==> src/rtl/lsbs_pkg.sv <==
// Shared types and constants for the status LED blink sequencer.
// No dependencies; the files that use it refer to this package by scoped names.
package lsbs_pkg;

    // Tick counter width default, overridable from the top level
    localparam int TICK_COUNT_WIDTH_DEFAULT = 16;

    // Configuration port geometry
    localparam int CFG_ADDR_WIDTH = 5;
    localparam int CFG_DATA_WIDTH = 32;
    localparam int CFG_REG_WIDTH  = 16;

    // Register indexes (byte address / 4)
    localparam logic [2:0] REG_STANDBY_PERIOD   = 3'd0;
    localparam logic [2:0] REG_MEASURING_PERIOD = 3'd1;
    localparam logic [2:0] REG_PULSE_ON         = 3'd2;
    localparam logic [2:0] REG_PULSE_GAP        = 3'd3;
    localparam logic [2:0] REG_PATTERN_PAUSE    = 3'd4;
    localparam logic [2:0] REG_BUILTIN_ENABLE   = 3'd5;
    localparam logic [2:0] REG_EXTERNAL_ENABLE  = 3'd6;

    // Register reset values
    localparam logic [15:0] RST_STANDBY_PERIOD   = 16'd1000;
    localparam logic [15:0] RST_MEASURING_PERIOD = 16'd100;
    localparam logic [15:0] RST_PULSE_ON         = 16'd150;
    localparam logic [15:0] RST_PULSE_GAP        = 16'd150;
    localparam logic [15:0] RST_PATTERN_PAUSE    = 16'd2000;
    localparam logic        RST_BUILTIN_ENABLE   = 1'b1;
    localparam logic        RST_EXTERNAL_ENABLE  = 1'b0;

    // Input operation codes; code 3 is unused and ignored
    localparam logic [1:0] OP_TICK        = 2'd0;
    localparam logic [1:0] OP_SET_MODE    = 2'd1;
    localparam logic [1:0] OP_LINK_STATUS = 2'd2;

    // Pulse counts of the coded patterns
    localparam logic [2:0] PULSES_LINK_LOST = 3'd2;
    localparam logic [2:0] PULSES_READING   = 3'd3;

    typedef enum logic [1:0] {
        MODE_STANDBY   = 2'd0,
        MODE_LINK_LOST = 2'd1,
        MODE_READING   = 2'd2,
        MODE_MEASURING = 2'd3
    } mode_t;

    typedef enum logic [1:0] {
        PH_START = 2'd0,
        PH_ON    = 2'd1,
        PH_GAP   = 2'd2,
        PH_OFF   = 2'd3
    } phase_t;

    typedef struct packed {
        logic [15:0] standby_period;
        logic [15:0] measuring_period;
        logic [15:0] pulse_on_ticks;
        logic [15:0] pulse_gap_ticks;
        logic [15:0] pattern_pause_ticks;
        logic        builtin_enable;
        logic        external_enable;
    } cfg_t;

endpackage

==> src/rtl/lsbs_if.sv <==
// Valid/ready channel interfaces for the sequencer's input and result items.
// Depends on nothing; payload widths are fixed by the item format.
interface lsbs_in_if;
    logic       valid;
    logic       ready;
    logic [1:0] op;
    logic [1:0] new_mode;
    logic       link_up;

    modport source (output valid, output op, output new_mode, output link_up, input ready);
    modport sink   (input valid, input op, input new_mode, input link_up, output ready);
endinterface

interface lsbs_out_if;
    logic       valid;
    logic       ready;
    logic       led_primary;
    logic       led_secondary;
    logic [1:0] mode_now;

    modport source (output valid, output led_primary, output led_secondary,
                    output mode_now, input ready);
    modport sink   (input valid, input led_primary, input led_secondary,
                    input mode_now, output ready);
endinterface

==> src/rtl/lsbs_cfg_regs.sv <==
// APB-style configuration register file for the blink sequencer.
// Depends on lsbs_pkg for register indexes, reset values and cfg_t.
module lsbs_cfg_regs (
    input  logic                                 clk,
    input  logic                                 rst_n,
    input  logic                                 psel,
    input  logic                                 penable,
    input  logic                                 pwrite,
    input  logic [lsbs_pkg::CFG_ADDR_WIDTH-1:0]  paddr,
    input  logic [lsbs_pkg::CFG_DATA_WIDTH-1:0]  pwdata,
    output logic [lsbs_pkg::CFG_DATA_WIDTH-1:0]  prdata,
    output logic                                 pready,
    output lsbs_pkg::cfg_t                       cfg
);

    lsbs_pkg::cfg_t cfg_reg;
    lsbs_pkg::cfg_t cfg_next;
    logic [2:0]     reg_idx;
    logic           wr_en;

    assign pready  = 1'b1;
    assign reg_idx = paddr[4:2];
    assign wr_en   = psel && penable && pwrite;
    assign cfg     = cfg_reg;

    always_comb
    begin
        cfg_next = cfg_reg;
        if (wr_en)
        begin
            case (reg_idx)
                lsbs_pkg::REG_STANDBY_PERIOD:   cfg_next.standby_period      = pwdata[15:0];
                lsbs_pkg::REG_MEASURING_PERIOD: cfg_next.measuring_period    = pwdata[15:0];
                lsbs_pkg::REG_PULSE_ON:         cfg_next.pulse_on_ticks      = pwdata[15:0];
                lsbs_pkg::REG_PULSE_GAP:        cfg_next.pulse_gap_ticks     = pwdata[15:0];
                lsbs_pkg::REG_PATTERN_PAUSE:    cfg_next.pattern_pause_ticks = pwdata[15:0];
                lsbs_pkg::REG_BUILTIN_ENABLE:   cfg_next.builtin_enable      = pwdata[0];
                lsbs_pkg::REG_EXTERNAL_ENABLE:  cfg_next.external_enable     = pwdata[0];
                default: ;
            endcase
        end
    end

    always_ff @(posedge clk or negedge rst_n)
    begin
        if (!rst_n)
        begin
            cfg_reg.standby_period      <= lsbs_pkg::RST_STANDBY_PERIOD;
            cfg_reg.measuring_period    <= lsbs_pkg::RST_MEASURING_PERIOD;
            cfg_reg.pulse_on_ticks      <= lsbs_pkg::RST_PULSE_ON;
            cfg_reg.pulse_gap_ticks     <= lsbs_pkg::RST_PULSE_GAP;
            cfg_reg.pattern_pause_ticks <= lsbs_pkg::RST_PATTERN_PAUSE;
            cfg_reg.builtin_enable      <= lsbs_pkg::RST_BUILTIN_ENABLE;
            cfg_reg.external_enable     <= lsbs_pkg::RST_EXTERNAL_ENABLE;
        end
        else
        begin
            cfg_reg <= cfg_next;
        end
    end

    always_comb
    begin
        prdata = '0;
        case (reg_idx)
            lsbs_pkg::REG_STANDBY_PERIOD:   prdata[15:0] = cfg_reg.standby_period;
            lsbs_pkg::REG_MEASURING_PERIOD: prdata[15:0] = cfg_reg.measuring_period;
            lsbs_pkg::REG_PULSE_ON:         prdata[15:0] = cfg_reg.pulse_on_ticks;
            lsbs_pkg::REG_PULSE_GAP:        prdata[15:0] = cfg_reg.pulse_gap_ticks;
            lsbs_pkg::REG_PATTERN_PAUSE:    prdata[15:0] = cfg_reg.pattern_pause_ticks;
            lsbs_pkg::REG_BUILTIN_ENABLE:   prdata[0]    = cfg_reg.builtin_enable;
            lsbs_pkg::REG_EXTERNAL_ENABLE:  prdata[0]    = cfg_reg.external_enable;
            default: ;
        endcase
    end

endmodule

==> src/rtl/lsbs_core.sv <==
// Mode/override tracking, pattern phase sequencer and result register.
// Depends on lsbs_pkg and the channel interfaces in lsbs_if.sv.
module lsbs_core #(
    parameter int TICK_COUNT_WIDTH = lsbs_pkg::TICK_COUNT_WIDTH_DEFAULT
) (
    input  logic            clk,
    input  logic            rst_n,
    input  lsbs_pkg::cfg_t  cfg,
    lsbs_in_if.sink         in_ch,
    lsbs_out_if.source      out_ch
);

    localparam logic [32:0] MaxTicks = (33'd1 << TICK_COUNT_WIDTH) - 33'd1;
    localparam logic [TICK_COUNT_WIDTH-1:0] OneTick = TICK_COUNT_WIDTH'(1);

    // Zero lasts one tick; too long saturates to the counter maximum
    function automatic logic [TICK_COUNT_WIDTH-1:0] clamp_dur(input logic [15:0] d);
        logic [32:0] wide;
        wide = {17'd0, d};
        if (d == 16'd0)
            wide = 33'd1;
        if (wide > MaxTicks)
            wide = MaxTicks;
        return wide[TICK_COUNT_WIDTH-1:0];
    endfunction

    // Mode state
    lsbs_pkg::mode_t requested_mode_reg, requested_mode_next;
    lsbs_pkg::mode_t saved_mode_reg, saved_mode_next;
    logic            override_reg, override_next;
    lsbs_pkg::mode_t running_mode_reg, running_mode_next;

    // Pattern state
    lsbs_pkg::phase_t              phase_reg, phase_next;
    logic [1:0]                    pulse_index_reg, pulse_index_next;
    logic [TICK_COUNT_WIDTH-1:0]   ticks_left_reg, ticks_left_next;
    logic                          led_level_reg, led_level_next;

    // Result register
    logic            out_valid_reg, out_valid_next;
    logic            led_primary_reg, led_secondary_reg;
    logic [1:0]      mode_now_reg;

    // Clamped durations, precomputed from configuration
    logic [TICK_COUNT_WIDTH-1:0] dur_standby, dur_measuring, dur_on, dur_gap, dur_pause;

    logic accept;

    // Working values inside the tick update
    lsbs_pkg::phase_t            cur_phase;
    lsbs_pkg::mode_t             cur_mode;
    logic [1:0]                  cur_idx;
    logic [TICK_COUNT_WIDTH-1:0] cur_left;
    logic [TICK_COUNT_WIDTH-1:0] left_dec;
    logic                        cur_blink;
    logic [2:0]                  pulses;

    assign dur_standby   = clamp_dur({1'b0, cfg.standby_period[15:1]});
    assign dur_measuring = clamp_dur({1'b0, cfg.measuring_period[15:1]});
    assign dur_on        = clamp_dur(cfg.pulse_on_ticks);
    assign dur_gap       = clamp_dur(cfg.pulse_gap_ticks);
    assign dur_pause     = clamp_dur(cfg.pattern_pause_ticks);

    // Result register frees when empty or being taken
    assign in_ch.ready = !out_valid_reg || out_ch.ready;
    assign accept      = in_ch.valid && in_ch.ready;

    always_comb
    begin
        requested_mode_next = requested_mode_reg;
        saved_mode_next     = saved_mode_reg;
        override_next       = override_reg;
        running_mode_next   = running_mode_reg;
        phase_next          = phase_reg;
        pulse_index_next    = pulse_index_reg;
        ticks_left_next     = ticks_left_reg;
        led_level_next      = led_level_reg;

        cur_phase = phase_reg;
        cur_mode  = running_mode_reg;
        cur_idx   = pulse_index_reg;
        cur_left  = ticks_left_reg;
        left_dec  = ticks_left_reg;
        cur_blink = 1'b0;
        pulses    = lsbs_pkg::PULSES_READING;

        if (accept)
        begin
            case (in_ch.op)
                lsbs_pkg::OP_TICK:
                begin
                    // New pattern: sample requested mode, enter first on phase
                    if (phase_reg == lsbs_pkg::PH_START)
                    begin
                        cur_mode  = requested_mode_reg;
                        cur_idx   = 2'd0;
                        cur_phase = lsbs_pkg::PH_ON;
                        case (requested_mode_reg)
                            lsbs_pkg::MODE_STANDBY:   cur_left = dur_standby;
                            lsbs_pkg::MODE_MEASURING: cur_left = dur_measuring;
                            default:                  cur_left = dur_on;
                        endcase
                    end
                    cur_blink = (cur_mode == lsbs_pkg::MODE_STANDBY) ||
                                (cur_mode == lsbs_pkg::MODE_MEASURING);
                    pulses    = (cur_mode == lsbs_pkg::MODE_LINK_LOST) ?
                                lsbs_pkg::PULSES_LINK_LOST : lsbs_pkg::PULSES_READING;
                    left_dec  = cur_left - OneTick;

                    running_mode_next = cur_mode;
                    phase_next        = cur_phase;
                    pulse_index_next  = cur_idx;
                    ticks_left_next   = left_dec;
                    led_level_next    = (cur_phase == lsbs_pkg::PH_ON);

                    if (left_dec == '0)
                    begin
                        case (cur_phase)
                            lsbs_pkg::PH_ON:
                            begin
                                led_level_next = 1'b0;
                                if (cur_blink)
                                begin
                                    phase_next      = lsbs_pkg::PH_OFF;
                                    ticks_left_next = (cur_mode == lsbs_pkg::MODE_STANDBY) ?
                                                      dur_standby : dur_measuring;
                                end
                                else if (({1'b0, cur_idx} + 3'd1) < pulses)
                                begin
                                    phase_next      = lsbs_pkg::PH_GAP;
                                    ticks_left_next = dur_gap;
                                end
                                else
                                begin
                                    phase_next      = lsbs_pkg::PH_OFF;
                                    ticks_left_next = dur_pause;
                                end
                            end
                            lsbs_pkg::PH_GAP:
                            begin
                                pulse_index_next = cur_idx + 2'd1;
                                phase_next       = lsbs_pkg::PH_ON;
                                ticks_left_next  = dur_on;
                                led_level_next   = 1'b1;
                            end
                            default:
                            begin
                                phase_next       = lsbs_pkg::PH_START;
                                pulse_index_next = 2'd0;
                                ticks_left_next  = '0;
                                led_level_next   = 1'b0;
                            end
                        endcase
                    end
                end
                lsbs_pkg::OP_SET_MODE:
                begin
                    requested_mode_next = lsbs_pkg::mode_t'(in_ch.new_mode);
                end
                lsbs_pkg::OP_LINK_STATUS:
                begin
                    if (!in_ch.link_up)
                    begin
                        if (requested_mode_reg != lsbs_pkg::MODE_LINK_LOST)
                        begin
                            saved_mode_next     = requested_mode_reg;
                            override_next       = 1'b1;
                            requested_mode_next = lsbs_pkg::MODE_LINK_LOST;
                        end
                    end
                    else if (override_reg)
                    begin
                        override_next       = 1'b0;
                        requested_mode_next = saved_mode_reg;
                    end
                end
                default: ;
            endcase
        end
    end

    always_comb
    begin
        out_valid_next = out_valid_reg;
        if (accept)
            out_valid_next = 1'b1;
        else if (out_ch.ready)
            out_valid_next = 1'b0;
    end

    // Pattern phase register
    always_ff @(posedge clk or negedge rst_n)
    begin
        if (!rst_n)
            phase_reg <= lsbs_pkg::PH_START;
        else
            phase_reg <= phase_next;
    end

    always_ff @(posedge clk or negedge rst_n)
    begin
        if (!rst_n)
        begin
            requested_mode_reg <= lsbs_pkg::MODE_STANDBY;
            saved_mode_reg     <= lsbs_pkg::MODE_STANDBY;
            override_reg       <= 1'b0;
            running_mode_reg   <= lsbs_pkg::MODE_STANDBY;
            pulse_index_reg    <= 2'd0;
            ticks_left_reg     <= '0;
            led_level_reg      <= 1'b0;
            out_valid_reg      <= 1'b0;
        end
        else
        begin
            requested_mode_reg <= requested_mode_next;
            saved_mode_reg     <= saved_mode_next;
            override_reg       <= override_next;
            running_mode_reg   <= running_mode_next;
            pulse_index_reg    <= pulse_index_next;
            ticks_left_reg     <= ticks_left_next;
            led_level_reg      <= led_level_next;
            out_valid_reg      <= out_valid_next;
        end
    end

    // Result payload, loaded on each accepted item
    always_ff @(posedge clk)
    begin
        if (accept)
        begin
            led_primary_reg   <= led_level_next & cfg.builtin_enable;
            led_secondary_reg <= led_level_next & cfg.external_enable;
            mode_now_reg      <= requested_mode_next;
        end
    end

    assign out_ch.valid         = out_valid_reg;
    assign out_ch.led_primary   = led_primary_reg;
    assign out_ch.led_secondary = led_secondary_reg;
    assign out_ch.mode_now      = mode_now_reg;

    // LED is lit exactly in on phases
    a_level_matches_phase: assert property (@(posedge clk) disable iff (!rst_n)
        led_level_reg == (phase_reg == lsbs_pkg::PH_ON))
        else $error("LED level out of step with pattern phase");

    // Only the start phase may hold an empty tick count
    a_ticks_nonzero: assert property (@(posedge clk) disable iff (!rst_n)
        (phase_reg != lsbs_pkg::PH_START) |-> (ticks_left_reg != '0))
        else $error("active phase with zero ticks left");

    // Pulse index stays within the longest coded pattern
    a_pulse_index_range: assert property (@(posedge clk) disable iff (!rst_n)
        (pulse_index_reg != 2'd3) &&
        ((phase_reg != lsbs_pkg::PH_START) || (pulse_index_reg == 2'd0)))
        else $error("pulse index out of range");

    // Running mode changes only when a new pattern begins
    a_mode_sampled_at_start: assert property (@(posedge clk) disable iff (!rst_n)
        (running_mode_reg != $past(running_mode_reg)) |->
        ($past(phase_reg) == lsbs_pkg::PH_START))
        else $error("running mode changed mid-pattern");

endmodule

==> src/rtl/led_status_blink_sequencer.sv <==
// Top level of the status LED blink sequencer: config registers plus core.
// Depends on lsbs_pkg, lsbs_if.sv, lsbs_cfg_regs and lsbs_core.
//
// Usage:
//   in_ch  carries one item per transfer: op 0 is a millisecond tick, op 1
//          sets the requested mode, op 2 reports link status (op 3 ignored).
//   out_ch returns exactly one result per input item, in order: the two LED
//          levels (gated by their enables) and the requested mode.
//   APB    seven registers at byte addresses 0..24 (4 * index); write in a
//          setup + access cycle, pready tied high, reads return the value.
// Results: the result of an item is registered and presented the cycle after its transfer.
// Throughput: one item per clock when not stalled; the whole update is one
//   pass of counter and flag logic from accepted item to result register.
// Stalls: in_ch.ready drops only while a result is held and out_ch.ready is
//   low; the held result stays put and the next item waits on the input.
// Reset: rst_n clears mode to standby, drops any link override, parks the
//   pattern at its start phase with the LED off, and loads register
//   defaults; no clearing pass, items are taken once rst_n is released.
module led_status_blink_sequencer #(
    parameter int TICK_COUNT_WIDTH = lsbs_pkg::TICK_COUNT_WIDTH_DEFAULT
) (
    input  logic                                 clk,
    input  logic                                 rst_n,
    input  logic                                 psel,
    input  logic                                 penable,
    input  logic                                 pwrite,
    input  logic [lsbs_pkg::CFG_ADDR_WIDTH-1:0]  paddr,
    input  logic [lsbs_pkg::CFG_DATA_WIDTH-1:0]  pwdata,
    output logic [lsbs_pkg::CFG_DATA_WIDTH-1:0]  prdata,
    output logic                                 pready,
    lsbs_in_if.sink                              in_ch,
    lsbs_out_if.source                           out_ch
);

    // Live configuration; the user must change it only while the block is idle, which the block itself does not enforce
    lsbs_pkg::cfg_t cfg;

    lsbs_cfg_regs u_cfg_regs (
        .clk     (clk),
        .rst_n   (rst_n),
        .psel    (psel),
        .penable (penable),
        .pwrite  (pwrite),
        .paddr   (paddr),
        .pwdata  (pwdata),
        .prdata  (prdata),
        .pready  (pready),
        .cfg     (cfg)
    );

    // Mode tracking, phase sequencer and one-deep result register
    lsbs_core #(
        .TICK_COUNT_WIDTH (TICK_COUNT_WIDTH)
    ) u_core (
        .clk    (clk),
        .rst_n  (rst_n),
        .cfg    (cfg),
        .in_ch  (in_ch),
        .out_ch (out_ch)
    );

endmodule

==> src/flat_wrapper.sv <==
// flat-port wrapper written by rule: the top's interface ports become plain ports
module led_status_blink_sequencer_flat 
#(
    parameter int TICK_COUNT_WIDTH = lsbs_pkg::TICK_COUNT_WIDTH_DEFAULT
)
  (clk, rst_n, psel, penable, pwrite, paddr, pwdata, prdata, pready, in_ch_valid, in_ch_op, in_ch_new_mode, in_ch_link_up, in_ch_ready, out_ch_valid, out_ch_led_primary, out_ch_led_secondary, out_ch_mode_now, out_ch_ready);
  lsbs_in_if in_ch_i ();
  lsbs_out_if out_ch_i ();
  input  logic clk;
  input  logic rst_n;
  input  logic psel;
  input  logic penable;
  input  logic pwrite;
  input  logic [lsbs_pkg::CFG_ADDR_WIDTH-1:0] paddr;
  input  logic [lsbs_pkg::CFG_DATA_WIDTH-1:0] pwdata;
  output logic [lsbs_pkg::CFG_DATA_WIDTH-1:0] prdata;
  output logic pready;
  input wire logic [$bits(in_ch_i.valid)-1:0] in_ch_valid;
  input wire logic [$bits(in_ch_i.op)-1:0] in_ch_op;
  input wire logic [$bits(in_ch_i.new_mode)-1:0] in_ch_new_mode;
  input wire logic [$bits(in_ch_i.link_up)-1:0] in_ch_link_up;
  output wire logic [$bits(in_ch_i.ready)-1:0] in_ch_ready;
  output wire logic [$bits(out_ch_i.valid)-1:0] out_ch_valid;
  output wire logic [$bits(out_ch_i.led_primary)-1:0] out_ch_led_primary;
  output wire logic [$bits(out_ch_i.led_secondary)-1:0] out_ch_led_secondary;
  output wire logic [$bits(out_ch_i.mode_now)-1:0] out_ch_mode_now;
  input wire logic [$bits(out_ch_i.ready)-1:0] out_ch_ready;
  assign in_ch_i.valid = in_ch_valid;
  assign in_ch_i.op = in_ch_op;
  assign in_ch_i.new_mode = in_ch_new_mode;
  assign in_ch_i.link_up = in_ch_link_up;
  assign in_ch_ready = in_ch_i.ready;
  assign out_ch_valid = out_ch_i.valid;
  assign out_ch_led_primary = out_ch_i.led_primary;
  assign out_ch_led_secondary = out_ch_i.led_secondary;
  assign out_ch_mode_now = out_ch_i.mode_now;
  assign out_ch_i.ready = out_ch_ready;
  led_status_blink_sequencer #(.TICK_COUNT_WIDTH(TICK_COUNT_WIDTH)) u_core (.clk(clk), .rst_n(rst_n), .psel(psel), .penable(penable), .pwrite(pwrite), .paddr(paddr), .pwdata(pwdata), .prdata(prdata), .pready(pready), .in_ch(in_ch_i), .out_ch(out_ch_i));
endmodule
==> config.mk <==
export PLATFORM = sky130hd
export DESIGN_NAME = led_status_blink_sequencer_flat
export DESIGN_NICKNAME = d
export VERILOG_FILES = /design/src/rtl/lsbs_pkg.sv /design/src/rtl/lsbs_if.sv /design/src/rtl/lsbs_cfg_regs.sv /design/src/rtl/lsbs_core.sv /design/src/rtl/led_status_blink_sequencer.sv /design/src/flat_wrapper.sv
export SDC_FILE = /design/constraint.sdc
export NUM_CORES = 1
export LEC_CHECK = 0
export ABC_AREA = 1
export BUFFER_PORTS_ARGS = -buffer_cell sky130_fd_sc_hd__buf_2
export CAP_MARGIN = 5
export CORE_MARGIN = 10
export CORE_UTILIZATION = 30
export CTS_CLUSTER_SIZE = 20
export DETAILED_ROUTE_END_ITERATION = 16
export MAX_ROUTING_LAYER = met4
export SYNTH_ARGS = -nofsm -noshare
export SYNTH_HDL_FRONTEND = slang
export SYNTH_SLANG_ARGS = --single-unit
==> constraint.sdc <==
create_clock -name clk -period 3.9 [get_ports clk]
set_clock_uncertainty 0.1 [all_clocks]
set_input_delay 0.195 -clock clk [delete_from_list [all_inputs] [get_ports clk]]
set_output_delay 0.195 -clock clk [all_outputs]
set_load 0.01 [all_outputs]
[Word level (Yosys, flattened, before mapping)]
Cells that the tools add are included.
Storage, ports and cells
  output and inout bits: 39
  bits of input ports: 49
  logic and storage cells: 124
  register bits after elaboration: 115
Operators by class
  add/subtract/negate cells: 3
  equality and inequality tests: 14
  bitwise gates (word level): 3
  mux-type cells: 50
  $lt $le $gt $ge: 6
  reductions and logical operators: 29
Operator list (number)
  16-bit two-way mux: 15
  33-bit by 16-bit > comparator with 1-bit output, second input constant: 5
  15-bit one-hot mux with 5 select lines: 1
  16-bit logical NOT: 4
  16-bit one-hot mux with 2 select lines: 2
  15-bit logical NOT: 2
  15-bit two-way mux: 2
  2-bit two-way mux: 15
  2-bit AND reduction: 8
  16-bit by 1-bit subtractor with 16-bit output, second input constant: 1
  2-bit one-hot mux with 2 select lines: 3
  1-bit two-way mux: 11
  3-bit == test, second input constant: 3
  2-bit == test, second input constant: 4
  2-bit logical NOT: 4
  1-bit one-hot mux with 7 select lines: 1
  2-bit by 1-bit == test with 1-bit output, second input constant: 3
  3-bit by 2-bit == test with 1-bit output, second input constant: 2
  4-bit AND reduction: 1
  2-bit nonzero test: 2
  2-bit by 1-bit adder with 3-bit output, second input constant: 1
  3-bit by 1-bit == test with 1-bit output, second input constant: 1
  1-bit logical AND: 3
  3-bit logical NOT: 1
  8 further kinds: 10

[Depth between registers and ports, before layout]
Gate-level depths: netlist (run 1).
  word-level depth: 14
  gate-level depth with buffers: 26
  mapped depth without buffers: 23

[Hierarchy]
From an unflattened synthesis (run 1), not the netlist that was laid out.
Second synthesis, totals
  cells, all modules: 1165
  area, all modules: 7856.3 um^2
By module, submodules not included
  lsbs_cfg_regs: sequential area each 2082.0 um^2, area an instance 4191.5 um^2, instances 1, cells an instance 542
  lsbs_core: sequential area each 845.8 um^2, area an instance 3664.8 um^2, instances 1, cells an instance 623

[Worst setup path before layout (run 1)]
OpenSTA, ideal clock, no wires.
  path type: register to register
  start: reg u_core.u_core.requested_mode_reg[0]
  end: reg u_core.u_core.led_primary_reg (netlist: u_core.u_core.out_ch.led_primary) (data pin)
  slack: 507 ps
  data arrival time: 3041 ps
  required time: 3548 ps
  cell stages (with the launch flop): 25
  setup time: 252 ps
  buffers on the path: 2
  period minus slack after synthesis: 3393 ps
  cells stage by stage: dfrtp_1 > inv_1 > ha_1 > inv_2 > buf_2 > nor2_1 > nand3_1 > nand2_1 > inv_2 > nand2_1 > buf_4 > ha_1 > nand3_1 > nor2_4 > nand3_1 > inv_2 > nand2_1 > xor2_1 > nand3_1 > nor2_4 > nand2_4 > nand2_1 > nand3_1 > nand2_1 > nor2_1
On the way
  longest elaborated chain between the ends: 11
  elaborated cells on any way between the ends: 12
  classes of those cells: 1 x add/sub; 1 x eq/ne; 7 x mux; 1 x bitwise; 2 x reduce/logical
RTL lines
  start, declared: RTL line lsbs_core.sv:28  | lsbs_pkg::mode_t requested_mode_reg, requested_mode_next;
  start signal, assigned: RTL line lsbs_core.sv:204  | requested_mode_reg <= lsbs_pkg::MODE_STANDBY;
  start signal, assigned: RTL line lsbs_core.sv:215  | requested_mode_reg <= requested_mode_next;
  2-bit == test / 2-bit logical NOT (equally long branches): RTL line lsbs_core.sv:98  | case (requested_mode_reg)
  16-bit one-hot mux with 2 select lines (*): RTL line lsbs_core.sv:98
  16-bit two-way mux (*): RTL line lsbs_core.sv:93  | if (phase_reg == lsbs_pkg::PH_START)
  16-bit two-way mux (*): RTL line lsbs_core.sv:89  | case (in_ch.op)
  16-bit two-way mux (*): RTL line lsbs_core.sv:87  | if (accept)
  16-bit by 1-bit subtractor with 16-bit output (*): RTL line lsbs_core.sv:108  | left_dec = cur_left - OneTick;
  16-bit logical NOT (*): RTL line lsbs_core.sv:116  | if (left_dec == '0)
  1-bit two-way mux (*): RTL line lsbs_core.sv:116
  1-bit two-way mux (*): RTL line lsbs_core.sv:89
  1-bit two-way mux (*): RTL line lsbs_core.sv:87
  1-bit bitwise AND (*): RTL line lsbs_core.sv:231  | led_primary_reg <= led_level_next & cfg.builtin_enable;
  end signal, assigned: RTL line lsbs_core.sv:231
  end, declared: RTL line lsbs_core.sv:41  | logic led_primary_reg, led_secondary_reg;
Mark *: on every way between the ends. The rest lies on a longest branch, timed or not. The select of a mux whose other input is x is not followed.
A chain may end at the register's enable or synchronous reset.

[Final worst setup path (run 1)]
  start: reg u_core.u_core.requested_mode_reg[0]
  end: reg u_core.u_core.ticks_left_reg[10]
On the way
  longest elaborated chain between the ends: 10
  elaborated cells on any way between the ends: 22
  classes of those cells: 1 x add/sub; 1 x order compare; 3 x eq/ne; 13 x mux; 4 x reduce/logical
RTL lines
  branches (longest 9 deep; another with 16-bit by 1-bit subtractor with 16-bit output)
  16-bit two-way mux (*): RTL line lsbs_core.sv:116
  end signal, assigned: RTL line lsbs_core.sv:220  | ticks_left_reg <= ticks_left_next;
  end, declared: RTL line lsbs_core.sv:36  | logic [TICK_COUNT_WIDTH-1:0] ticks_left_reg, ticks_left_next;
Mark *: on every way between the ends. The select of a mux whose other input is x is not followed.

==> Flow_metrics.wiki, run 1 <==
{| class="wikitable"
! Metric !! Value
|-
| Period Utilization, post-route || 0.919
|-
| Class of the tightest hold or removal check || primary input to register
|-
| Yosys top cell area share || 0.297
|-
| Register-to-register setup slack || 0.32 ns
|-
| Final instance area || 8620 um^2
|-
| Reg-to-reg critical path startpoint || u_core.u_core.requested_mode_reg[0]$_DFF_PN0_
|-
| Final HPWL from detailed placement || 17,200 um
|-
| Number of enable flip-flop cells after synthesis || 4
|-
| Endpoint kind of the worst setup timing path || register
|-
| Adder-cell share of the synthesized area || 0.0188
|-
| Register area share after synthesis || 0.400
|-
| Net switching power || 2.37 mW
|-
| Via count of the first global-routing pass || 7,013
|-
| Die height || 176 um
|-
| Internal Power || 3.16 mW
|-
| Register bit total from synthesis || 115
|-
| First-pass DRT Iterations || 6
|-
| Post-Route WL || 23,600 um
|-
| Mux contribution to synthesized area || 0
|-
| Cts bufs inserted || 17
|-
| Avg Cell Area, Syn || 7.04 um^2
|-
| Cell Area, Synth || 7330 um^2
|-
| Clock slew at the register clock pins of the worst setup and hold paths || 0.06 ns
|-
| Standard cell area after detailed placement || 7940 um^2
|-
| Cell area power density || 641 nW/um^2
|-
| Maximum clock frequency || 279 MHz
|-
| Cell depth of the worst flop-to-flop path || 23
|-
| Flip-flop count of the largest register after layout || 82
|-
| Share of the synthesized area in compound gates (AO/OA/AOI/OAI) || 0.161
|-
| Routability congestion estimate from global placement || 0.911
|-
| Timing endpoint of the critical path || u_core.u_core.ticks_left_reg[10]$_DFFE_PN0P_
|-
| Proportion of layout cells with a drive suffix above 1 || 0.152
|-
| Portion of total power attributed to combinational logic || 0.421
|-
| Global-route wire length before repair || 38,200 um
|-
| Initial core utilization || 0.303
|-
| Status || finished clean
|-
| Sequential share of power || 0.322
|-
| Top cell type by total area after synthesis || sky130_fd_sc_hd__dfrtp_1
|-
| Normalized max-slew margin || 0.272
|-
| Largest cells by area after synthesis || sky130_fd_sc_hd__dfrtp_1, sky130_fd_sc_hd__nand2_1, sky130_fd_sc_hd__dfstp_2
|-
| Initial detailed-routing violation count || 760
|-
| Maximum net fanout on the critical path || 12
|-
| Area share of and/or/nand/nor cells after synthesis || 0.321
|-
| Hold Path Cell Cnt || 3
|-
| Yosys warning total || 0
|-
| Die width || 176 um
|-
| Antenna diode count || 0
|-
| # Post-CTS Setup Buffers || 0
|-
| Final hold violation count || 0
|-
| Routed len/inst || 16.3 um
|-
| Max cap viols || 0
|-
| CTS tree || yes
|-
| Placeable Area || 24,200 um^2
|-
| RSZ-0062 raised after global routing || false
|-
| Post-route total power || 5.52 mW
|-
| Yosys cell types || 46
|-
| Number of H-tree levels || 4
|-
| Total routing usage reported by global routing || 0.158
|-
| Global-route congestion overflow total || 0
|-
| Actual transition at the worst max-transition pin || 1.09 ns
|-
| Layout overhead on the synthesized area || 17.7%
|-
| Final-layout setup total negative slack || 0 ns
|-
| Cells after Synth || 1,041
|-
| Buffers added on ports || 52
|-
| Share of synthesized registers carrying an async set or reset || 0.965
|-
| Slew Viols, Final || 0
|-
| Largest net degree at the start of global routing || 58
|-
| Final ANT Viol Nets || 0
|-
| Number of ports placed on the die boundary || 88
|-
| Data required, critical path || 4.13 ns
|-
| Type of the worst setup path || register to register
|-
| Critical Path Source Type || register
|-
| Antenna violations before repair || 0
|-
| Die Footprint || 31,100 um^2
|-
| IR drop worst, VDD || 0.353 mV
|-
| Number of fill cells || 2,630
|-
| Master cell of the clock root buffer || sky130_fd_sc_hd__clkbuf_16
|-
| Prevailing post-synth register cell || sky130_fd_sc_hd__dfrtp_1
|-
| R2r endpoint || u_core.u_core.ticks_left_reg[10]$_DFFE_PN0P_
|-
| Data arrival, critical path || 3.82 ns
|-
| Xor-xnor portion of the synthesized cell area || 0.00837
|-
| Via Count || 7,160
|-
| Sinks on the clock net || 115
|-
| Main combinational cell family by area after synthesis || simple AND/OR/NAND/NOR gates
|-
| Proportion of power drawn by the clock network || 0.257
|-
| Skew-Pair Late Insertion Delay || 0.43 ns
|-
| Post-layout net count || 1,169
|-
| Number of standard-cell rows in the floorplan || 57
|-
| Max Root-Sink Buffers || 2
|-
| Vias per Instance || 4.95
|-
| DRC violations left || 0
|-
| Launching element of the worst setup path || u_core.u_core.requested_mode_reg[0]$_DFF_PN0_
|-
| Sw Share || 0.429
|-
| Final worst path period need || 3.58 ns
|-
| Setup violations, final || 0
|-
| Standby leakage power || 4.15 nW
|}
-- area by class of cell --
| type | instances | area [um^2] | share of cell area |
|---|---|---|---|
| Clock buffer | 17 | 425 | 0.0493 |
| Multi-Input combinational cell | 795 | 3820 | 0.443 |
| Sequential cell | 115 | 2930 | 0.340 |
| Tap cell | 324 | 405 | 0.0470 |
| Clock inverter | 15 | 113 | 0.0131 |
| Inverter | 87 | 329 | 0.0382 |
| Timing Repair Buffer | 93 | 606 | 0.0702 |
-- metal layers --
metal / global-route usage / part of all wire / up-vias
met5: - / 0 / -
met4: 0.0664 / 0.030 / 0
met3: 0.0243 / 0.056 / 54
met2: 0.248 / 0.47 / 247
met1: 0.198 / 0.45 / 3343
li1: - / - / 3516
-- per-stage QoR --
stage,std cells,hold WS [ns],util,setup WS (ns)
finish,1446,0.00832,0.357,0.315
global route,1446,0.0314,0.357,0.00407
CTS,1446,0.00198,0.356,0.311
detailed placement,1400,0.201,0.328,0.338
global placement,1400,0.208,0.328,0.394
floorplan,1056,-0.201,-,0.507
-- kinds of logic (layout without fill, tap and decap cells) --
family                     Yosys count  count (layout)
other                                2              17
xor gates and xnor gates             7               7
AOI/OAI and AO/OA                  190             190
DFF                                115             115
buffers and inverters              146             212
and+or+nand+nor                    570             570
adders and majority gates           11              11
-- cells in the mapped netlist (11+ instances only) --
cell type and count:
sky130_fd_sc_hd__nand2_1 363, sky130_fd_sc_hd__o21ai_0 108, sky130_fd_sc_hd__nor2_1 105, sky130_fd_sc_hd__dfrtp_1 87
sky130_fd_sc_hd__inv_1 78, sky130_fd_sc_hd__nand3_1 58, sky130_fd_sc_hd__clkbuf_1 31, sky130_fd_sc_hd__dfstp_2 24
sky130_fd_sc_hd__buf_4 18, sky130_fd_sc_hd__o21ai_1 16, sky130_fd_sc_hd__nand4_1 12, sky130_fd_sc_hd__ha_1 11
-- worst max-delay path: stages, from the launching register on --
cell                       delay, ns
sky130_fd_sc_hd__dfrtp_1        0.38
sky130_fd_sc_hd__inv_1          0.12
sky130_fd_sc_hd__ha_1           0.37
sky130_fd_sc_hd__inv_2          0.05
sky130_fd_sc_hd__buf_4          0.17
sky130_fd_sc_hd__nor2_1         0.10
sky130_fd_sc_hd__nor2_1         0.05
sky130_fd_sc_hd__nand2_1        0.09
sky130_fd_sc_hd__nand2_1        0.09
sky130_fd_sc_hd__inv_1          0.09
sky130_fd_sc_hd__ha_1           0.17
sky130_fd_sc_hd__nand3_1        0.12
sky130_fd_sc_hd__nor2_4         0.13
sky130_fd_sc_hd__nand3_1        0.13
sky130_fd_sc_hd__inv_2          0.08
sky130_fd_sc_hd__nand2_1        0.06
sky130_fd_sc_hd__xor2_1         0.22
sky130_fd_sc_hd__nand3_1        0.15
sky130_fd_sc_hd__nor2_4         0.18
sky130_fd_sc_hd__nand2_4        0.11
sky130_fd_sc_hd__buf_4          0.19
sky130_fd_sc_hd__nor2_4         0.12
sky130_fd_sc_hd__nand2_1        0.09
sky130_fd_sc_hd__o211ai_1       0.10
-- power groups by stage --
stage | clock, mW | combinational, mW | sequential (mW)
floorplan | 0 | 1.66 | 1.69
global placement | 0 | 2.25 | 1.78
detailed placement | 0 | 2.27 | 1.79
CTS | 1.45 | 2.30 | 1.77
global route | 1.50 | 2.60 | 1.81
finish | 1.42 | 2.32 | 1.78
-- what timing repair did --
item | in CTS | in global routing
hold buffers | 14 | 0
setup endpoints to repair | 0 | 6
gates resized for setup | 0 | 1
endpoints found under the hold margin | 83 | 0
-- placed cells by master, fill, tap and decap left out, types with 4 or more instances in the layout --
| cell | instances |
|---|---|
| sky130_fd_sc_hd__clkinv_4 | 4 |
| sky130_fd_sc_hd__nor2_4 | 5 |
| sky130_fd_sc_hd__nor4_1 | 8 |
| sky130_fd_sc_hd__a22oi_1 | 8 |
| sky130_fd_sc_hd__a221oi_1 | 4 |
| sky130_fd_sc_hd__clkinvlp_4 | 6 |
| sky130_fd_sc_hd__conb_1 | 17 |
| sky130_fd_sc_hd__clkbuf_16 | 17 |
| sky130_fd_sc_hd__a21oi_1 | 9 |
| sky130_fd_sc_hd__buf_4 | 28 |
| sky130_fd_sc_hd__dlygate4sd3_1 | 14 |
| sky130_fd_sc_hd__ha_1 | 11 |
| sky130_fd_sc_hd__o21ai_1 | 16 |
| sky130_fd_sc_hd__o211ai_2 | 5 |
| sky130_fd_sc_hd__buf_2 | 51 |
| sky130_fd_sc_hd__o2111ai_1 | 7 |
| sky130_fd_sc_hd__nor2_1 | 105 |
| sky130_fd_sc_hd__o211ai_1 | 7 |
| sky130_fd_sc_hd__nand2_1 | 363 |
| sky130_fd_sc_hd__a221o_1 | 4 |
| sky130_fd_sc_hd__inv_2 | 7 |
| sky130_fd_sc_hd__edfxtp_1 | 4 |
| sky130_fd_sc_hd__nor2_2 | 5 |
| sky130_fd_sc_hd__inv_1 | 78 |
| sky130_fd_sc_hd__dfrtp_1 | 87 |
| sky130_fd_sc_hd__nand2_2 | 4 |
| sky130_fd_sc_hd__nand4_1 | 12 |
| sky130_fd_sc_hd__nand3_1 | 58 |
| sky130_fd_sc_hd__a32o_1 | 10 |
| sky130_fd_sc_hd__dfstp_2 | 24 |
| sky130_fd_sc_hd__xor2_1 | 6 |
| sky130_fd_sc_hd__o21ai_0 | 108 |
-- how the worst min path moves through the flow --
stage	slack [ns]	startpoint	endpoint
2_1_floorplan	-0.20	rst_n	async pin
3_3_place_gp	0.21	rst_n	u_core.u_core.out_ch.valid$_DFFE_PN0P_
3_5_place_dp	0.20	rst_n	u_core.u_core.out_ch.valid$_DFFE_PN0P_
4_1_cts	0.002	pwdata[12]	u_core.u_cfg_regs.cfg[46]$_DFFE_PN0P_
5_1_grt	0.03	pwdata[14]	u_core.u_cfg_regs.cfg[80]$_DFFE_PN0P_
6_report	0.008	pwdata[14]	u_core.u_cfg_regs.cfg[32]$_DFFE_PN0P_
Power figures use the tool's default switching activity.
==> run 2, diff against run 1 <==
==> constraint.sdc (replaced) <==
create_clock -name clk -period 3.6 [get_ports clk]
set_clock_uncertainty 0.1 [all_clocks]
set_input_delay 0.18 -clock clk [delete_from_list [all_inputs] [get_ports clk]]
set_output_delay 0.18 -clock clk [all_outputs]
set_load 0.01 [all_outputs]
==> Flow_metrics.wiki, run 2 (synthesis gave the netlist of run 1 again) <==
{| class="wikitable"
! Metric !! Value
|-
| Status || finished clean
|-
| Proportion of layout cells with a drive suffix above 1 || 0.157
|-
| Post-layout net count || 1,175
|-
| Data required, critical path || 3.68 ns
|-
| Standby leakage power || 4.24 nW
|-
| Biggest cell delay along the critical path || 0.38 ns
|-
| Proportion of power drawn by the clock network || 0.282
|-
| Largest net degree at the start of global routing || 112
|-
| Via count of the first global-routing pass || 7,131
|-
| Flip-flop count of the largest register after layout || 82
|-
| Initial detailed-routing violation count || 725
|-
| Via Count || 7,299
|-
| Number of standard-cell rows in the floorplan || 57
|-
| CTS tree || yes
|-
| Commonest cells after routing, fill and taps aside || sky130_fd_sc_hd__nand2_1, sky130_fd_sc_hd__o21ai_0, sky130_fd_sc_hd__nor2_1, sky130_fd_sc_hd__dfrtp_1, sky130_fd_sc_hd__inv_1
|-
| Net switching power || 2.59 mW
|-
| Initial core utilization || 0.303
|-
| Post-Route WL || 23,900 um
|-
| Pre-CTS setup slack || 0.182 ns
|-
| Die width || 176 um
|-
| Die height || 176 um
|-
| Layout overhead on the synthesized area || 20.1%
|-
| Die Footprint || 31,100 um^2
|-
| Sinks on the clock net || 115
|-
| Maximum net fanout on the critical path || 6
|-
| Cells along the critical path || inv_1, ha_4, inv_2, nor2_1, nand3_1, nand2_1, inv_2, nand2_1, ha_1, nand3_1, nor2_4, nand3_1, inv_2, nand2_1, xor2_2, nand3_1, nor2_4, nand2_4, nand2_1, nand3_1, nand2_2, nor2_1
|-
| Slew Viols, Final || 0
|-
| Internal Power || 3.70 mW
|-
| Endpoint kind of the worst setup timing path || register
|-
| Global-route wire length before repair || 38,800 um
|-
| Post-route total power || 6.30 mW
|-
| Placed Cells || 1,403
|-
| Data arrival, critical path || 3.45 ns
|-
| Setup violations, final || 0
|-
| Type of the worst setup path || register to register
|-
| Sw Share || 0.412
|-
| Number of fill cells || 2,600
|-
| Cts bufs inserted || 17
|-
| Normalized max-slew margin || 0.254
|-
| Skew-Pair Late Insertion Delay || 0.43 ns
|-
| DRC violations left || 0
|-
| Most common library cell in the layout ignoring fill and taps || sky130_fd_sc_hd__nand2_1
|-
| Number of H-tree levels || 4
|-
| Class of the tightest hold or removal check || primary input to register
|-
| Global-route congestion overflow total || 0
|-
| Buffers added on ports || 52
|-
| Actual transition at the worst max-transition pin || 1.12 ns
|-
| Final hold violation count || 0
|-
| Vias per Instance || 5.03
|-
| Master cell of the clock root buffer || sky130_fd_sc_hd__clkbuf_16
|-
| Portion of total power attributed to combinational logic || 0.412
|-
| Antenna violations before repair || 0
|-
| Clock slew at the register clock pins of the worst setup and hold paths || 0.06 ns
|-
| Sequential share of power || 0.306
|-
| Placeable Area || 24,200 um^2
|-
| Critical Path Source Type || register
|-
| Antenna diode count || 0
|-
| Number of ports placed on the die boundary || 88
|-
| Period Utilization, post-route || 0.936
|-
| Routed len/inst || 16.4 um
|-
| Final ANT Viol Nets || 0
|-
| Setup ws final || 0.229 ns
|-
| Maximum clock frequency || 297 MHz
|-
| Max Root-Sink Buffers || 2
|-
| Post-Layout Cell Count || 1,452
|-
| Total routing usage reported by global routing || 0.159
|-
| Max cap viols || 0
|-
| Cell area power density || 716 nW/um^2
|-
| Hold Worst Slack || 0.00165 ns
|-
| Final-layout setup total negative slack || 0 ns
|-
| First-pass DRT Iterations || 6
|-
| Most common cell on crit path || sky130_fd_sc_hd__nand3_1
|-
| CP max-delay cell || sky130_fd_sc_hd__dfrtp_1
|-
| IR drop worst, VDD || 0.361 mV
|-
| Final worst path period need || 3.37 ns
|-
| Routability congestion estimate from global placement || 0.910
|-
| Final HPWL from detailed placement || 17,000 um
|}
run 2: cell types whose count changed in the layout (fill, tap and decap cells not counted), moves of 2 or more:
cell	delta
sky130_fd_sc_hd__clkinvlp_4	-4
sky130_fd_sc_hd__buf_12	+2
sky130_fd_sc_hd__bufinv_16	+3
sky130_fd_sc_hd__inv_6	+2
sky130_fd_sc_hd__dlygate4sd3_1	+3
run 2: layer usage:
layer | vias to the layer above | track usage | wire (um)
met5 | - | - | 0
met4 | 0 | 0.0646 | 582
met3 | 39 | 0.0241 | 1400
met2 | 272 | 0.246 | 11200
met1 | 3457 | 0.205 | 10700
li1 | 3531 | - | -
run 2: final cells by class:
cell class	instances	area [um^2]	area share
inverter	87	329	0.0374
tap	324	405	0.0461
timing repair buffer	99	683	0.0776
clock inverter	14	176	0.0200
multi-input combinational	795	3840	0.436
sequential	115	2930	0.333
clock buffer	18	439	0.0499
run 2: final timing paths:
path / from / slack (ns) / to / cells past startpoint
setup reg to reg: u_core.u_core.requested_mode_reg[0]$_DFF_PN0_ / 0.23 / u_core.u_core.out_ch.led_secondary$_DFFE_PP_ / 22
hold / removal: pwdata[13] / 0.002 / u_core.u_cfg_regs.cfg[31]$_DFFE_PN0P_ / 3
max in group asynchronous: rst_n / 2.57 / u_core.u_core.ticks_left_reg[7]$_DFFE_PN0P_ / 3
setup / recovery: u_core.u_core.requested_mode_reg[0]$_DFF_PN0_ / 0.23 / u_core.u_core.out_ch.led_secondary$_DFFE_PP_ / 22
min in group asynchronous: rst_n / 0.24 / u_core.u_core.out_ch.valid$_DFFE_PN0P_ / 3
hold reg to reg: u_core.u_core.ticks_left_reg[12]$_DFFE_PN0P_ / 0.38 / u_core.u_core.ticks_left_reg[12]$_DFFE_PN0P_ / 2
run 2: critical path: cells and delay by family (launching register included):
family                     cells  cell delay [ns]
and+or+nand+nor               15             1.71
adders and majority gates      2             0.46
DFF                            1             0.38
buffers and inverters          4             0.28
xor gates and xnor gates       1             0.19
run 2: stage by stage:
step	utilization	instance area, um^2
3_5_place_dp	0.330	7990
3_3_place_gp	0.330	7990
5_1_grt	0.364	8800
6_report	0.364	8800
4_1_cts	0.363	8770
2_1_floorplan	-	7380
run 2: timing repair:
item                                    in CTS  in global routing
hold buffers                                17                  0
buffers inserted                             0                  0
endpoints found under the setup margin       0                 12
hold endpoints to repair                   134                  0
resized for setup                            0                  4
run 2: power by group through the flow:
stage	sequential, mW	combinational [mW]	clock [mW]
2_1_floorplan	1.83	1.80	0
3_3_place_gp	1.93	2.50	0
3_5_place_dp	1.93	2.51	0
4_1_cts	1.91	2.55	1.80
5_1_grt	1.96	2.92	1.86
6_report	1.93	2.59	1.78
